===== src/hw/rtl/sfse_pkg.sv =====
// ----------------------------------------------------------------------------
// sfse_pkg
// Shared types and constants of the screen fade slot engine.
// ----------------------------------------------------------------------------
package sfse_pkg;

  localparam int LEVEL_W  = 5;
  localparam int HOLD_W   = 8;
  localparam int DIR_W    = 3;
  localparam int MASK_W   = 8;

  localparam logic [HOLD_W-1:0]  HOLD_BLACK_INIT = 8'd40;
  localparam logic [HOLD_W-1:0]  HOLD_DONE       = 8'd255;
  localparam logic [LEVEL_W-1:0] LEVEL_MAP_TOP   = 5'd30;
  localparam logic [LEVEL_W-1:0] LEVEL_MAX       = 5'd31;
  localparam logic [LEVEL_W-1:0] BLACK_DROP      = 5'd2;
  localparam logic signed [DIR_W-1:0] DIR_POS_LIMIT = 3'sd2;
  localparam logic signed [DIR_W-1:0] DIR_NEG_LIMIT = -3'sd2;

  typedef enum logic [3:0] {
    OP_TICK        = 4'd0,
    OP_CLEAR       = 4'd1,
    OP_MAP_FADE    = 4'd2,
    OP_WHITE_START = 4'd3,
    OP_BLACK_INIT  = 4'd4,
    OP_BLACK_STEP  = 4'd5,
    OP_WHITE_STEP  = 4'd6,
    OP_NORM_INIT   = 4'd7,
    OP_NORM_STEP   = 4'd8,
    OP_REARM       = 4'd9
  } op_t;

  typedef enum logic [1:0] {
    KIND_BLACK = 2'd0,
    KIND_WHITE = 2'd1,
    KIND_NORM  = 2'd2,
    KIND_MAP   = 2'd3
  } kind_t;

  typedef enum logic [2:0] {
    ST_IDLE,
    ST_CMD,
    ST_STEP,
    ST_TICK,
    ST_REPORT
  } state_t;

  typedef struct packed {
    logic accept;
    logic in_cmd;
    logic in_step;
    logic in_tick;
    logic in_report;
  } ctrl_t;

  typedef struct packed {
    kind_t                     kind;
    logic [HOLD_W-1:0]         hold;
    logic [LEVEL_W-1:0]        level;
    logic signed [DIR_W-1:0]   dir;
    logic                      wipe_done;
  } step_in_t;

  typedef struct packed {
    logic [HOLD_W-1:0]         hold;
    logic [LEVEL_W-1:0]        level;
    logic signed [DIR_W-1:0]   dir;
    logic                      free;
    logic                      fire;
  } step_out_t;

endpackage


===== src/hw/rtl/sfse_step.sv =====
// ----------------------------------------------------------------------------
// sfse_step
// Shared slot step unit: advances one slot by its kind.
// ----------------------------------------------------------------------------
module sfse_step (
  input  sfse_pkg::step_in_t  si,
  output sfse_pkg::step_out_t so
);

  logic [sfse_pkg::LEVEL_W:0]   sum;
  logic [sfse_pkg::LEVEL_W-1:0] mag;
  logic [sfse_pkg::LEVEL_W-1:0] dec;

  always_comb begin
    mag = sfse_pkg::LEVEL_W'(si.dir[sfse_pkg::DIR_W-1] ? -si.dir : si.dir);
    sum = {1'b0, si.level} + {1'b0, mag};
    dec = (si.level > 5'd0) ? si.level - 5'd1 : 5'd0;

    so.hold  = si.hold;
    so.level = si.level;
    so.dir   = si.dir;
    so.free  = 1'b0;
    so.fire  = 1'b0;

    case (si.kind)
      sfse_pkg::KIND_BLACK: begin
        if (si.hold == sfse_pkg::HOLD_DONE) begin
          so.free = 1'b1;
        end else if (si.hold != '0) begin
          so.hold = si.hold - 8'd1;
        end else if (!si.wipe_done) begin
          so.fire = 1'b1;
          so.hold = sfse_pkg::HOLD_DONE;
        end else if (si.level != '0) begin
          so.level = (si.level >= sfse_pkg::BLACK_DROP) ?
                     si.level - sfse_pkg::BLACK_DROP : 5'd0;
        end else begin
          so.hold = sfse_pkg::HOLD_DONE;
        end
      end
      sfse_pkg::KIND_WHITE: begin
        if (si.level < sfse_pkg::LEVEL_MAX) so.level = si.level + 5'd1;
      end
      sfse_pkg::KIND_NORM: begin
        so.level = dec;
        if (dec == '0) so.free = 1'b1;
      end
      sfse_pkg::KIND_MAP: begin
        if (si.dir[sfse_pkg::DIR_W-1]) begin
          // darken: raise level toward the top
          if (sum >= {1'b0, sfse_pkg::LEVEL_MAP_TOP}) begin
            so.level = sfse_pkg::LEVEL_MAP_TOP;
            so.dir   = '0;
          end else begin
            so.level = sum[sfse_pkg::LEVEL_W-1:0];
          end
        end else if (si.dir != '0) begin
          if (si.level <= mag) begin
            so.level = '0;
            so.dir   = '0;
            so.free  = 1'b1;
          end else begin
            so.level = si.level - mag;
          end
        end
      end
      default: begin
        so.level = si.level;
      end
    endcase
  end

endmodule


===== src/hw/rtl/sfse_ctrl.sv =====
// ----------------------------------------------------------------------------
// sfse_ctrl
// Sequencer: command decode, step pass, slot walk for a tick, report.
// ----------------------------------------------------------------------------
module sfse_ctrl (
  input  logic            clk,
  input  logic            rst,
  input  logic            start,
  input  logic            is_tick,
  input  logic            need_step,
  input  logic            last,
  output logic            busy,
  output sfse_pkg::ctrl_t ctl
);

  sfse_pkg::state_t state;
  sfse_pkg::state_t state_next;

  always_ff @(posedge clk) begin
    if (rst) begin
      state <= sfse_pkg::ST_IDLE;
    end else begin
      state <= state_next;
    end
  end

  always_comb begin
    state_next = state;
    case (state)
      sfse_pkg::ST_IDLE: begin
        if (start) state_next = is_tick ? sfse_pkg::ST_TICK : sfse_pkg::ST_CMD;
      end
      sfse_pkg::ST_CMD: begin
        state_next = need_step ? sfse_pkg::ST_STEP : sfse_pkg::ST_REPORT;
      end
      sfse_pkg::ST_STEP: begin
        state_next = sfse_pkg::ST_REPORT;
      end
      sfse_pkg::ST_TICK: begin
        if (last) state_next = sfse_pkg::ST_REPORT;
      end
      sfse_pkg::ST_REPORT: begin
        state_next = sfse_pkg::ST_IDLE;
      end
      default: begin
        state_next = sfse_pkg::ST_IDLE;
      end
    endcase
  end

  always_comb begin
    busy          = (state != sfse_pkg::ST_IDLE);
    ctl.accept    = start && (state == sfse_pkg::ST_IDLE);
    ctl.in_cmd    = (state == sfse_pkg::ST_CMD);
    ctl.in_step   = (state == sfse_pkg::ST_STEP);
    ctl.in_tick   = (state == sfse_pkg::ST_TICK);
    ctl.in_report = (state == sfse_pkg::ST_REPORT);
  end

endmodule


===== src/hw/rtl/screen_fade_slot_engine.sv =====
// ----------------------------------------------------------------------------
// screen_fade_slot_engine
// Table of fade slots stepped by a shared slot step unit.
// ----------------------------------------------------------------------------
// Sequence: a tick walks the slots in ST_TICK, one slot per cycle, then reports;
// a step command passes ST_CMD, ST_STEP and ST_REPORT, any other command ST_CMD
// and ST_REPORT; done is registered from ST_REPORT. A new transaction is not taken
// before the last one has reported; busy is high until the result is registered.
// Reset: rst clears the slot occupancy, map direction and wipe flag.
// The result is shown for one cycle with done high; it cannot be stalled.
module screen_fade_slot_engine #(
  parameter int SLOTS = 4
) (
  input  logic              clk,
  input  logic              rst,
  input  logic              start,
  output logic              busy,
  input  logic [3:0]        op,
  input  logic signed [7:0] fade_dir,
  output logic              done,
  output logic [4:0]        black_level,
  output logic [4:0]        white_level,
  output logic [4:0]        normal_level,
  output logic [4:0]        map_level,
  output logic [7:0]        slots_busy,
  output logic              map_fade_active,
  output logic signed [2:0] current_dir,
  output logic              wipe_start
);

  localparam int IW    = (SLOTS > 1) ? $clog2(SLOTS) : 1;
  localparam int KINDS = 4;

  sfse_pkg::ctrl_t   ctl;
  sfse_pkg::step_in_t  si;
  sfse_pkg::step_out_t so;

  logic [SLOTS-1:0]                  busy_mask;
  sfse_pkg::kind_t                   slot_kind  [SLOTS];
  logic [sfse_pkg::HOLD_W-1:0]       slot_hold  [SLOTS];
  logic [sfse_pkg::LEVEL_W-1:0]      slot_level [SLOTS];
  logic signed [sfse_pkg::DIR_W-1:0] map_direction;
  logic                              wipe_done;
  logic                              wipe_pulse;
  sfse_pkg::op_t                     op_q;
  logic signed [7:0]                 dir_q;
  logic [IW-1:0]                     ptr;

  logic [KINDS-1:0]             found;
  logic [IW-1:0]                found_idx [KINDS];
  logic [sfse_pkg::LEVEL_W-1:0] found_lvl [KINDS];
  logic                         free_ok;
  logic [IW-1:0]                free_idx;
  logic [KINDS-1:0]             take_ok;
  logic [KINDS-1:0]             take_new;
  logic [IW-1:0]                take_idx [KINDS];
  logic [sfse_pkg::LEVEL_W-1:0] take_lvl [KINDS];

  logic                              cmd_wr;
  logic                              cmd_alloc;
  logic [IW-1:0]                     cmd_sel;
  sfse_pkg::kind_t                   cmd_kind;
  logic [sfse_pkg::HOLD_W-1:0]       cmd_hold;
  logic [sfse_pkg::LEVEL_W-1:0]      cmd_level;
  logic                              cmd_need_step;
  logic                              cmd_dir_wr;
  logic signed [sfse_pkg::DIR_W-1:0] cmd_dir;
  logic signed [sfse_pkg::DIR_W-1:0] dir_clamp;
  logic                              apply;
  logic                              last;

  sfse_ctrl u_ctrl (
    .clk       (clk),
    .rst       (rst),
    .start     (start),
    .is_tick   (sfse_pkg::op_t'(op) == sfse_pkg::OP_TICK),
    .need_step (cmd_need_step),
    .last      (last),
    .busy      (busy),
    .ctl       (ctl)
  );

  sfse_step u_step (
    .si (si),
    .so (so)
  );

  assign last = (ptr == IW'(SLOTS - 1));

  // lowest busy slot of each kind, lowest free slot
  always_comb begin
    for (int k = 0; k < KINDS; k++) begin
      found[k]     = 1'b0;
      found_idx[k] = '0;
      found_lvl[k] = '0;
      for (int i = SLOTS - 1; i >= 0; i--) begin
        if (busy_mask[i] && slot_kind[i] == sfse_pkg::kind_t'(k)) begin
          found[k]     = 1'b1;
          found_idx[k] = IW'(i);
          found_lvl[k] = slot_level[i];
        end
      end
    end
    free_ok  = 1'b0;
    free_idx = '0;
    for (int i = SLOTS - 1; i >= 0; i--) begin
      if (!busy_mask[i]) begin
        free_ok  = 1'b1;
        free_idx = IW'(i);
      end
    end
    for (int k = 0; k < KINDS; k++) begin
      take_ok[k]  = found[k] || free_ok;
      take_new[k] = !found[k] && free_ok;
      take_idx[k] = found[k] ? found_idx[k] : free_idx;
      take_lvl[k] = found[k] ? found_lvl[k] : '0;
    end
  end

  always_comb begin
    if (dir_q > 8'sd2) begin
      dir_clamp = sfse_pkg::DIR_POS_LIMIT;
    end else if (dir_q < -8'sd2) begin
      dir_clamp = sfse_pkg::DIR_NEG_LIMIT;
    end else begin
      dir_clamp = dir_q[sfse_pkg::DIR_W-1:0];
    end
  end

  always_comb begin
    cmd_wr        = 1'b0;
    cmd_alloc     = 1'b0;
    cmd_sel       = '0;
    cmd_kind      = sfse_pkg::KIND_BLACK;
    cmd_hold      = '0;
    cmd_level     = '0;
    cmd_need_step = 1'b0;
    cmd_dir_wr    = 1'b0;
    cmd_dir       = '0;
    case (op_q)
      sfse_pkg::OP_MAP_FADE: begin
        cmd_dir_wr = 1'b1;
        if (dir_q != '0 && take_ok[sfse_pkg::KIND_MAP]) begin
          cmd_wr    = 1'b1;
          cmd_alloc = take_new[sfse_pkg::KIND_MAP];
          cmd_sel   = take_idx[sfse_pkg::KIND_MAP];
          cmd_kind  = sfse_pkg::KIND_MAP;
          cmd_level = take_lvl[sfse_pkg::KIND_MAP];
          cmd_dir   = dir_clamp;
          if (dir_clamp[sfse_pkg::DIR_W-1]) begin
            if (cmd_level > sfse_pkg::LEVEL_MAP_TOP) cmd_level = sfse_pkg::LEVEL_MAP_TOP;
          end else if (cmd_level == '0) begin
            cmd_level = sfse_pkg::LEVEL_MAP_TOP;
          end
        end
      end
      sfse_pkg::OP_WHITE_START: begin
        cmd_wr    = take_ok[sfse_pkg::KIND_WHITE];
        cmd_alloc = take_new[sfse_pkg::KIND_WHITE];
        cmd_sel   = take_idx[sfse_pkg::KIND_WHITE];
        cmd_kind  = sfse_pkg::KIND_WHITE;
        cmd_level = take_lvl[sfse_pkg::KIND_WHITE];
      end
      sfse_pkg::OP_BLACK_INIT: begin
        cmd_wr        = take_ok[sfse_pkg::KIND_BLACK];
        cmd_alloc     = take_new[sfse_pkg::KIND_BLACK];
        cmd_sel       = take_idx[sfse_pkg::KIND_BLACK];
        cmd_kind      = sfse_pkg::KIND_BLACK;
        cmd_hold      = sfse_pkg::HOLD_BLACK_INIT;
        cmd_level     = sfse_pkg::LEVEL_MAP_TOP;
        cmd_need_step = take_ok[sfse_pkg::KIND_BLACK];
      end
      sfse_pkg::OP_BLACK_STEP: begin
        cmd_sel       = found_idx[sfse_pkg::KIND_BLACK];
        cmd_need_step = found[sfse_pkg::KIND_BLACK];
      end
      sfse_pkg::OP_WHITE_STEP: begin
        cmd_wr        = take_new[sfse_pkg::KIND_WHITE];
        cmd_alloc     = take_new[sfse_pkg::KIND_WHITE];
        cmd_sel       = take_idx[sfse_pkg::KIND_WHITE];
        cmd_kind      = sfse_pkg::KIND_WHITE;
        cmd_need_step = take_ok[sfse_pkg::KIND_WHITE];
      end
      sfse_pkg::OP_NORM_INIT: begin
        cmd_kind  = sfse_pkg::KIND_NORM;
        cmd_level = sfse_pkg::LEVEL_MAX;
        if (found[sfse_pkg::KIND_WHITE]) begin
          cmd_wr  = 1'b1;
          cmd_sel = found_idx[sfse_pkg::KIND_WHITE];
        end else begin
          cmd_wr    = take_ok[sfse_pkg::KIND_NORM];
          cmd_alloc = take_new[sfse_pkg::KIND_NORM];
          cmd_sel   = take_idx[sfse_pkg::KIND_NORM];
        end
      end
      sfse_pkg::OP_NORM_STEP: begin
        cmd_sel       = found_idx[sfse_pkg::KIND_NORM];
        cmd_need_step = found[sfse_pkg::KIND_NORM];
      end
      default: begin
        cmd_wr = 1'b0;
      end
    endcase
  end

  always_comb begin
    si.kind      = slot_kind[ptr];
    si.hold      = slot_hold[ptr];
    si.level     = slot_level[ptr];
    si.dir       = map_direction;
    si.wipe_done = wipe_done;
    apply        = ctl.in_step || (ctl.in_tick && busy_mask[ptr]);
  end

  always_ff @(posedge clk) begin
    if (rst) begin
      busy_mask     <= '0;
      map_direction <= '0;
      wipe_done     <= 1'b0;
      wipe_pulse    <= 1'b0;
    end else begin
      if (ctl.accept) begin
        op_q       <= sfse_pkg::op_t'(op);
        dir_q      <= fade_dir;
        ptr        <= '0;
        wipe_pulse <= 1'b0;
      end
      if (ctl.in_cmd) begin
        case (op_q)
          sfse_pkg::OP_CLEAR: begin
            busy_mask     <= '0;
            map_direction <= '0;
          end
          sfse_pkg::OP_REARM: begin
            wipe_done <= 1'b0;
          end
          default: begin
            if (cmd_wr) begin
              slot_kind[cmd_sel]  <= cmd_kind;
              slot_hold[cmd_sel]  <= cmd_hold;
              slot_level[cmd_sel] <= cmd_level;
            end
            if (cmd_alloc) busy_mask[cmd_sel] <= 1'b1;
            if (cmd_dir_wr) map_direction <= cmd_dir;
            ptr <= cmd_sel;
          end
        endcase
      end
      if (apply) begin
        if (so.free) begin
          busy_mask[ptr] <= 1'b0;
        end else begin
          slot_hold[ptr]  <= so.hold;
          slot_level[ptr] <= so.level;
        end
        map_direction <= so.dir;
        if (so.fire) begin
          wipe_done  <= 1'b1;
          wipe_pulse <= 1'b1;
        end
      end
      if (ctl.in_tick) ptr <= ptr + IW'(1);
    end
  end

  always_ff @(posedge clk) begin
    if (rst) begin
      done <= 1'b0;
    end else begin
      done <= ctl.in_report;
    end
  end

  always_ff @(posedge clk) begin
    if (ctl.in_report) begin
      black_level     <= found_lvl[sfse_pkg::KIND_BLACK];
      white_level     <= found_lvl[sfse_pkg::KIND_WHITE];
      normal_level    <= found_lvl[sfse_pkg::KIND_NORM];
      map_level       <= found_lvl[sfse_pkg::KIND_MAP];
      slots_busy      <= sfse_pkg::MASK_W'(busy_mask);
      map_fade_active <= (map_direction != '0);
      current_dir     <= map_direction;
      wipe_start      <= wipe_pulse;
    end
  end

  a_done_idle: assert property (@(posedge clk) disable iff (rst)
    done |-> !busy)
    else $error("result strobe while a transaction is in progress");

  a_wipe_flag: assert property (@(posedge clk) disable iff (rst)
    (done && wipe_start) |-> wipe_done)
    else $error("wipe pulse without wipe flag set");

  a_dir_range: assert property (@(posedge clk) disable iff (rst)
    done |-> (current_dir != 3'sb011 && current_dir != 3'sb100))
    else $error("map direction outside clamp range");

  a_accept_busy: assert property (@(posedge clk) disable iff (rst)
    (start && !busy) |=> busy)
    else $error("accepted transaction did not raise busy");

endmodule


===== config.mk =====
export PLATFORM = sky130hd
export DESIGN_NAME = screen_fade_slot_engine
export DESIGN_NICKNAME = d
export VERILOG_FILES = /design/src/hw/rtl/sfse_pkg.sv /design/src/hw/rtl/sfse_step.sv /design/src/hw/rtl/sfse_ctrl.sv /design/src/hw/rtl/screen_fade_slot_engine.sv
export SDC_FILE = /design/constraint.sdc
export NUM_CORES = 1
export LEC_CHECK = 0
export BUFFER_PORTS_ARGS = -buffer_cell sky130_fd_sc_hd__buf_2
export CORE_ASPECT_RATIO = 0.6
export CORE_UTILIZATION = 53
export DETAILED_ROUTE_END_ITERATION = 12
export HOLD_SLACK_MARGIN = 0.12
export PLACE_DENSITY = 0.84
export SYNTH_ARGS = -nofsm -noshare
export SYNTH_HDL_FRONTEND = slang
export SYNTH_SLANG_ARGS = --single-unit

===== constraint.sdc =====
create_clock -name clk -period 4.8 [get_ports clk]
set_clock_uncertainty 0.2 [all_clocks]
set_input_delay 0.72 -clock clk [delete_from_list [all_inputs] [get_ports clk]]
set_output_delay 0.72 -clock clk [all_outputs]
set_load 0.1 [all_outputs]

==> impl_metrics.csv, run 1 <==
group,metric,value,unit
status,status,"finished, final reports clean",
route,ant_nets,0,
yosys,yosysUniqueCellTypes,77,
floorplanning,die-area,14600,µm²
clock_network,cts-root-buf,"clkbuf_16",
floorplanning,die_width,155,µm
job,maxCapViolCount,0,
yosys,avgSynthCellArea,10.2,µm²
clock_network,htreeDepth,4,
power,leakagePower,3.30,nW
clock_network,cts.clk_slew.worst_paths,60,ps
timing,grt_setup_unrepaired,"no",
clock_network,clockBufferDepth,2,
route,vias,6604,
cells_and_area,insertedDiodeCount,0,
global_routing,antenna_found_initial,0,
route,drc,0,
worst_setup_path,arrival,4220,ps
yosys,ys_ff_latch,118,
placed_design,placed_cells,954,
yosys,seq_area_frac_synth,45.3,%
cells_and_area,layout_commonest_cell,"edfxtp_1",
timing,fin_crit_sh,89.0,%
yosys,synth_edf_count,103,
clock_network,hold_buffers,0,
timing,tightestPinTransition,1120,ps
yosys,syn_area,7490,µm²
route,drt-total-wl,21.7,mm
worst_setup_path,critPathMaxFanout,17,
timing,hold_viol,0,
power,power_density,320,nW/µm²
worst_setup_path,endpoint_kind,"flip-flop",
placed_design,port_buffers,45,
floorplanning,fp.dieH,94.1,µm
global_routing,grt.total_usage,31.4,%
clock_network,cts_sinks,118,
route,detail_route.vias_per_cell,6.70,
cells_and_area,final_nets,822,
placed_design,hpwl,15.8,mm
clock_network,cts_tree,"built",
placed_design,gp_congestion,1.07,
clock_network,numCtsBuffers,17,
global_routing,grt_remaining_overflow,0,
worst_setup_path,worst_ep_required_time,4750,ps
timing,setup_ws,529,ps
yosys,yosys_warnings,0,
yosys,ys.flop_type,"edfxtp_1",
timing,clock.fmax,234,MHz
yosys,synthArstFlopShare,0,%
floorplanning,coreArea,13700,µm²
worst_hold_path,worstHoldPathType,"flip-flop to flip-flop",
floorplanning,io_pins,50,
placed_design,pre_cts_slack,326,ps
cells_and_area,final_layout_size_suffix_gt1_share,17.6,%
global_routing,grt_max_degree,28,
cells_and_area,fin_util,62.2,%
timing,report.final.slew_viol_count,0,
cells_and_area,layout.cells.non_filler,986,
power,worst_ir_drop_vdd,223,µV
cells_and_area,mostFrequentLayoutCells,"edfxtp_1, nand2_1, nor2_1",
route,drt_first_pass_iters,6,
worst_setup_path,worst_setup_path_start_kind,"flip-flop",
worst_setup_path,path_class,"flip-flop to flip-flop",
clock_network,insertion_delay,430,ps
yosys,netlist_instances,732,
timing,setup-violations-final,0,
cells_and_area,syn_to_final_growth,13.9,%
clock_network,postCtsSetupBuffers,0,
route,drt_iter0_markers,974,
floorplanning,start_util,54.6,%
route,wl_per_cell,22.0,µm
floorplanning,row_count,33,
timing,fin_crit,4270,ps
clock_network,post_cts_resized,0,
global_routing,grt_pass1_wl,34.3,mm
timing,maxSlewHeadroom,25.2,%
global_routing,grt_pass1_vias,6172,
==> registers in the layout, indices dropped and copies added, names as in the netlist, 2 cells and up, named ones only <==
register / cells
map_level: 5
normal_level: 5
busy_mask: 4
dir_q: 8
slot_level: 20
op_q: 4
slot_kind: 8
u_ctrl.state: 3
black_level: 5
slot_hold: 32
slots_busy: 4
white_level: 5
current_dir: 3
ptr: 2
map_direction: 3
==> logic make-up (layout without fill, tap and decap cells) <==
logic type,after synthesis,count (layout),share of synthesized area (%)
buffers and inverters,86,142,4.69
XOR/XNOR,6,6,0.702
adder cells (fa/ha/maj),26,26,4.54
AO/OA/AOI/OAI,205,205,18.6
flip-flops,118,118,45.3
AND/OR/NAND/NOR,252,252,18.0
multiplexers,37,37,8.02
other,2,8,0.100
==> cells in the mapped netlist (9+ instances only) <==
master    number  area share, %
a211oi_1      10            1.0
a21o_1         9           0.90
a21oi_1       38            2.5
a22oi_1       15            1.5
clkbuf_1      30            1.5
dfxtp_1       15            4.0
edfxtp_1     103             41
ha_1          24            4.0
inv_1         43            2.2
mux2_2        11            1.7
mux2i_1        9            1.2
mux4_2        16            4.8
nand2_1       56            2.8
nand2b_1      11           0.92
nand3_1       25            1.7
nand3b_1      10            1.0
nor2_1        55            2.8
nor2b_1        9           0.75
nor3_1        21            1.4
o21ai_0       41            2.7
o31ai_1       12            1.2
==> layout make-up <==
type | count | area, µm²
clock buffers | 18 | 429
clock inverters | 14 | 136
fillers | 1090 | 5180
inverters | 44 | 165
multi-input cells | 534 | 3780
flip-flops and latches | 118 | 3390
well taps | 192 | 240
repair buffers | 66 | 383
==> path summary, 6_finish.rpt <==
check	end	cells after the start	slack [ps]	from
max	slot_hold[3][0]	9	530	flip-flop
min	wipe_start	0	240	wipe_pulse
max reg2reg	slot_hold[3][0]	9	530	flip-flop
min reg2reg	wipe_start	0	240	wipe_pulse
==> power breakdown <==
part | total (mW) | switching, mW | internal [mW]
Clock | 1.23 | 0.502 | 0.724
Sequential | 1.15 | 0.0264 | 1.13
Combinational | 0.355 | 0.236 | 0.119
Total | 2.73 | 0.764 | 1.97
==> routing by layer <==
metal	GRT usage, %	vias to the layer above	part of all wire, %
met2	42.1	561	39
met3	10.2	55	16
met4	10.5	0	2.0
li1	-	2913	-
met5	0	-	0
met1	46.8	3075	43
==> metrics by stage <==
stage	instance area (µm²)	setup TNS, ps	total power, mW	hold WS, ps
2_1_floorplan	7510	-4180	1.43	208
3_3_place_gp	7960	0	1.51	219
3_5_place_dp	7960	0	1.51	214
4_1_cts	8530	0	2.73	230
5_1_grt	8530	0	2.81	256
6_report	8530	0	2.73	236
==> worst max-delay path, stage by stage, from the launching register on <==
cell and delay [ps]:
dfxtp_2 590, mux4_2 580, ha_1 410, or3_1 420, a311oi_1 340, o21ai_0 270, a21oi_1 180, o21ai_1 220
buf_4 280, a211oi_1 480
No activity file was read; power rests on OpenSTA's default activity.
==> run 2, diff against run 1 <==
--- a/config.mk
+++ b/config.mk
@@ -10,7 +10,7 @@
 export CORE_UTILIZATION = 53
 export DETAILED_ROUTE_END_ITERATION = 12
 export HOLD_SLACK_MARGIN = 0.12
-export PLACE_DENSITY = 0.84
+export PLACE_DENSITY_LB_ADDON = 0.3
 export SYNTH_ARGS = -nofsm -noshare
 export SYNTH_HDL_FRONTEND = slang
 export SYNTH_SLANG_ARGS = --single-unit
==> run 2 against run 1 <==
Compared with the run above:
- worst setup slack got worse by 48 ps
- routed wire length is 2.0% higher
- sequential share of layout area is 0.21 points higher
- first-iteration DRC count is 2.0% lower
- critical path depth grew 1
- largest power group unchanged
==> impl_metrics.csv, run 2 (synthesized netlist as in run 1, its figures left out) <==
group,metric,value,unit
status,status,"finished, final reports clean",
route,detail_route.vias_per_cell,6.57,
route,drc,0,
clock_network,cts_sinks,118,
timing,setup_ws,481,ps
placed_design,placed_cells,946,
cells_and_area,mostFrequentLayoutCells,"edfxtp_1, nand2_1, nor2_1",
clock_network,htreeDepth,4,
cells_and_area,layout.cells.non_filler,978,
global_routing,antenna_found_initial,0,
clock_network,hold_buffers,0,
worst_setup_path,critPathMaxFanout,13,
cells_and_area,layout_commonest_cell,"edfxtp_1",
cells_and_area,insertedDiodeCount,0,
timing,hold_viol,0,
floorplanning,die_width,155,µm
timing,setup-violations-final,0,
worst_setup_path,worstRegToRegCells,10,
floorplanning,coreArea,13700,µm²
clock_network,post_cts_resized,0,
timing,hold-worst-slack,239,ps
global_routing,grt_max_degree,27,
floorplanning,fp.dieH,94.1,µm
timing,fin_crit,4320,ps
timing,grt_setup_unrepaired,"no",
placed_design,port_buffers,45,
cells_and_area,syn_to_final_growth,13.3,%
clock_network,numCtsBuffers,17,
worst_hold_path,timing.hold.worst_path_depth,0,
placed_design,gp_congestion,0.990,
global_routing,grt_pass1_wl,34.1,mm
cells_and_area,final_nets,814,
floorplanning,start_util,54.6,%
global_routing,grt.total_usage,31.7,%
power,worst_ir_drop_vdd,244,µV
worst_setup_path,arrival,4230,ps
timing,setup-tns-final,0,ps
power,leakagePower,3.27,nW
worst_setup_path,worst_ep_required_time,4720,ps
timing,tightestPinTransition,1160,ps
cells_and_area,largest_reg_flops,32,
cells_and_area,final_layout_size_suffix_gt1_share,16.8,%
route,ant_nets,0,
clock_network,cts-root-buf,"clkbuf_16",
worst_setup_path,endpoint_kind,"flip-flop",
cells_and_area,multi_input_area,3780,µm²
route,wl_per_cell,22.6,µm
cells_and_area,final_area,8480,µm²
route,vias,6426,
global_routing,grt_remaining_overflow,0,
timing,clock.fmax,232,MHz
timing,fin_crit_sh,90.0,%
route,drt-total-wl,22.2,mm
cells_and_area,fin_util,61.9,%
route,drt_first_pass_iters,6,
clock_network,insertion_delay,420,ps
floorplanning,io_pins,50,
global_routing,grt_pass1_vias,5990,
clock_network,postCtsSetupBuffers,0,
timing,maxSlewHeadroom,22.1,%
worst_setup_path,path_class,"flip-flop to flip-flop",
placed_design,hpwl,16.3,mm
job,maxCapViolCount,0,
power,power_density,323,nW/µm²
cells_and_area,largest-register,"slot_hold",
placed_design,pre_cts_slack,609,ps
placed_design,placed_area,7900,µm²
floorplanning,die-area,14600,µm²
cells_and_area,largestRegisters,"slot_hold: 32 flops, slot_level: 20 flops",
worst_setup_path,worst_setup_path_start_kind,"flip-flop",
worst_hold_path,worstHoldPathType,"flip-flop to flip-flop",
clock_network,cts.clk_slew.worst_paths,70,ps
cells_and_area,seqCellArea,3390,µm²
clock_network,clockBufferDepth,2,
floorplanning,row_count,33,
route,drt_iter0_markers,955,
cells_and_area,num-fill-cells,1124,
timing,report.final.slew_viol_count,0,
power,p_total,2.74,mW
clock_network,cts_tree,"built",
[run 2: layer usage]
layer	up-vias	track usage [%]	share of wire (%)
met3	42	8.49	11
met4	0	10.8	2.1
met5	-	0	0
li1	2897	-	-
met1	3088	47.6	46
met2	399	43.5	41
[run 2: critical path, cell delays in order, from the launching register on]
cell and delay, ps:
edfxtp_1 520, mux4_2 640, ha_1 440, or3_1 430, a311oi_1 390, o21ai_0 240, a21oi_1 180, o21ai_1 210
buf_4 240, o31ai_2 240, buf_4 270
[run 2: cell type report]
cell class	instances	share of cell area, %
Tap cell	192	2.83
Sequential cell	118	40.0
Inverter	44	1.95
Clock inverter	15	1.81
Multi-Input combinational cell	534	44.6
Clock buffer	17	5.01
Timing Repair Buffer	58	3.81
[run 2: power breakdown]
group	switching, mW	internal, mW	leakage (nW)
Clock	0.546	0.693	0.281
Combinational	0.242	0.115	1.88
Sequential	0.0200	1.13	1.10
[run 2: worst paths after layout]
kind | start | endpoint | slack (ps)
max | slot_level[3][2] | slot_level[3][1] | 480
min | wipe_pulse | wipe_start | 240
max reg2reg | slot_level[3][2] | slot_level[3][1] | 480
min reg2reg | wipe_pulse | wipe_start | 240
==> run 3, diff against run 2 <==
--- a/config.mk
+++ b/config.mk
@@ -10,6 +10,7 @@
 export CORE_UTILIZATION = 53
 export DETAILED_ROUTE_END_ITERATION = 12
 export HOLD_SLACK_MARGIN = 0.12
+export MAX_ROUTING_LAYER = met4
 export PLACE_DENSITY_LB_ADDON = 0.3
 export SYNTH_ARGS = -nofsm -noshare
 export SYNTH_HDL_FRONTEND = slang
==> run 3 against run 2 <==
Compared with the run above:
- clock power about the same
- worst setup slack worse by 27 ps
- routed wire length shrank 1.4%
- count of clock-buffer cells in the layout unchanged
- highest routed layer unchanged
- hold slack got worse by 7.5 ps
- critical path depth did not move
- flip-flop and latch count did not move
- combinational power about the same
- fmax decreased by 0.63%
- global-route usage up 0.16 points
- register-to-register slack worse by 30 ps
==> impl_metrics.csv, run 3 (synthesized netlist as in run 1, its figures left out) <==
group,metric,value,unit
status,status,"finished, final reports clean",
timing,report.final.slew_viol_count,0,
timing,setup-violations-final,0,
global_routing,grt_max_degree,27,
timing,grt_setup_unrepaired,"no",
floorplanning,coreArea,13700,µm²
timing,hold_viol,0,
route,drt_iter0_markers,983,
clock_network,postCtsSetupBuffers,0,
placed_design,hpwl,16.1,mm
clock_network,cts-root-buf,"clkbuf_16",
timing,fin_crit,4350,ps
cells_and_area,layout.cells.non_filler,980,
cells_and_area,final_nets,816,
route,vias,6452,
cells_and_area,layout_commonest_cell,"edfxtp_1",
global_routing,grt_pass1_wl,33.4,mm
cells_and_area,final_layout_size_suffix_gt1_share,17.0,%
clock_network,clockBufferDepth,2,
timing,hold-worst-slack,231,ps
worst_hold_path,holdCritStartpoint,"wipe_pulse",
worst_setup_path,crit_family,"compound AO/OA/AOI/OAI gates",
timing,fin_crit_sh,90.5,%
worst_setup_path,worst_ep_required_time,4800,ps
global_routing,grt_remaining_overflow,0,
route,drt-total-wl,21.8,mm
global_routing,grt.total_usage,31.9,%
cells_and_area,largestRegisters,"slot_hold: 32 flops, slot_level: 20 flops",
clock_network,cts_tree,"built",
clock_network,cts_sinks,118,
floorplanning,start_util,54.6,%
route,wl_per_cell,22.3,µm
placed_design,placed_cells,948,
cells_and_area,mostFrequentLayoutCells,"edfxtp_1, nand2_1, nor2_1",
cells_and_area,syn_to_final_growth,13.5,%
timing,maxSlewHeadroom,18.2,%
global_routing,grt_pass1_vias,5844,
worst_setup_path,worstPathCellList,"buf_4 > mux4_2 > inv_1 > ha_1 > a21boi_0 > nand3_1 > a22o_1 > o21ai_1 > buf_4 > mux2i_1",
route,ant_nets,0,
worst_setup_path,cp_slowest_stage_delay,710,ps
clock_network,htreeDepth,4,
power,p_total,2.73,mW
worst_setup_path,critPathMaxFanout,12,
worst_setup_path,crit_buf_inv,3,
worst_setup_path,cpMostUsedCell,"buf_4",
worst_setup_path,arrival,4350,ps
floorplanning,row_count,33,
worst_hold_path,worstHoldPathType,"flip-flop to flip-flop",
power,power_density,322,nW/µm²
cells_and_area,largest_reg_flops,32,
power,worst_ir_drop_vdd,228,µV
route,drt_first_pass_iters,8,
timing,tightestPinTransition,1220,ps
floorplanning,io_pins,50,
clock_network,numCtsBuffers,17,
placed_design,gp_congestion,1.04,
cells_and_area,largest-register,"slot_hold",
floorplanning,die_width,155,µm
clock_network,post_cts_resized,0,
job,maxCapViolCount,0,
route,detail_route.vias_per_cell,6.58,
worst_setup_path,endpoint_kind,"flip-flop",
floorplanning,fp.dieH,94.1,µm
clock_network,cts.clk_slew.worst_paths,60,ps
cells_and_area,final_area,8500,µm²
global_routing,antenna_found_initial,0,
worst_setup_path,path_class,"flip-flop to flip-flop",
placed_design,port_buffers,45,
cells_and_area,insertedDiodeCount,0,
placed_design,placed_area,7920,µm²
worst_setup_path,worst_setup_path_start_kind,"flip-flop",
floorplanning,die-area,14600,µm²
timing,clock.fmax,230,MHz
clock_network,insertion_delay,420,ps
route,drc,0,
worst_setup_path,slowest_stage,"o21ai_1",
clock_network,hold_buffers,0,
power,leakagePower,3.28,nW
## run 3: per-stage QoR
step	setup WS [ps]	setup TNS (ps)	utilization (%)
global placement	741	0	57.8
floorplan	-161	-4180	-
detailed placement	569	0	57.8
global route	171	0	62.0
finish	454	0	62.0
CTS	545	0	62.0
## run 3: final cells by class
class,count,area (µm²)
inverters,44,165
well taps,192,240
clock buffers,17,425
clock inverters,15,158
flip-flops and latches,118,3390
fillers,1117,5210
repair buffers,60,338
multi-input cells,534,3780
## run 3: power breakdown
group	leakage [nW]	internal, mW	switching [mW]	total, mW
clock network	0.284	0.694	0.538	1.23
registers	1.10	1.13	0.0210	1.15
logic	1.89	0.115	0.240	0.355
## run 3: worst paths after layout
| check | endpoint | slack [ps] | cells after the start |
|---|---|---|---|
| min | wipe_start | 230 | 0 |
| min reg2reg | wipe_start | 230 | 0 |
| max | slot_level[0][4] | 450 | 10 |
| max reg2reg | slot_level[0][4] | 450 | 10 |
## run 3: routing by layer
| layer | part of all wire, % | up-vias | global-route usage, % |
|---|---|---|---|
| li1 | - | 2908 | - |
| met3 | 13 | 45 | 9.55 |
| met1 | 45 | 3070 | 46.5 |
| met4 | 1.7 | 0 | 8.91 |
| met2 | 41 | 429 | 42.2 |
| met5 | 0 | - | - |
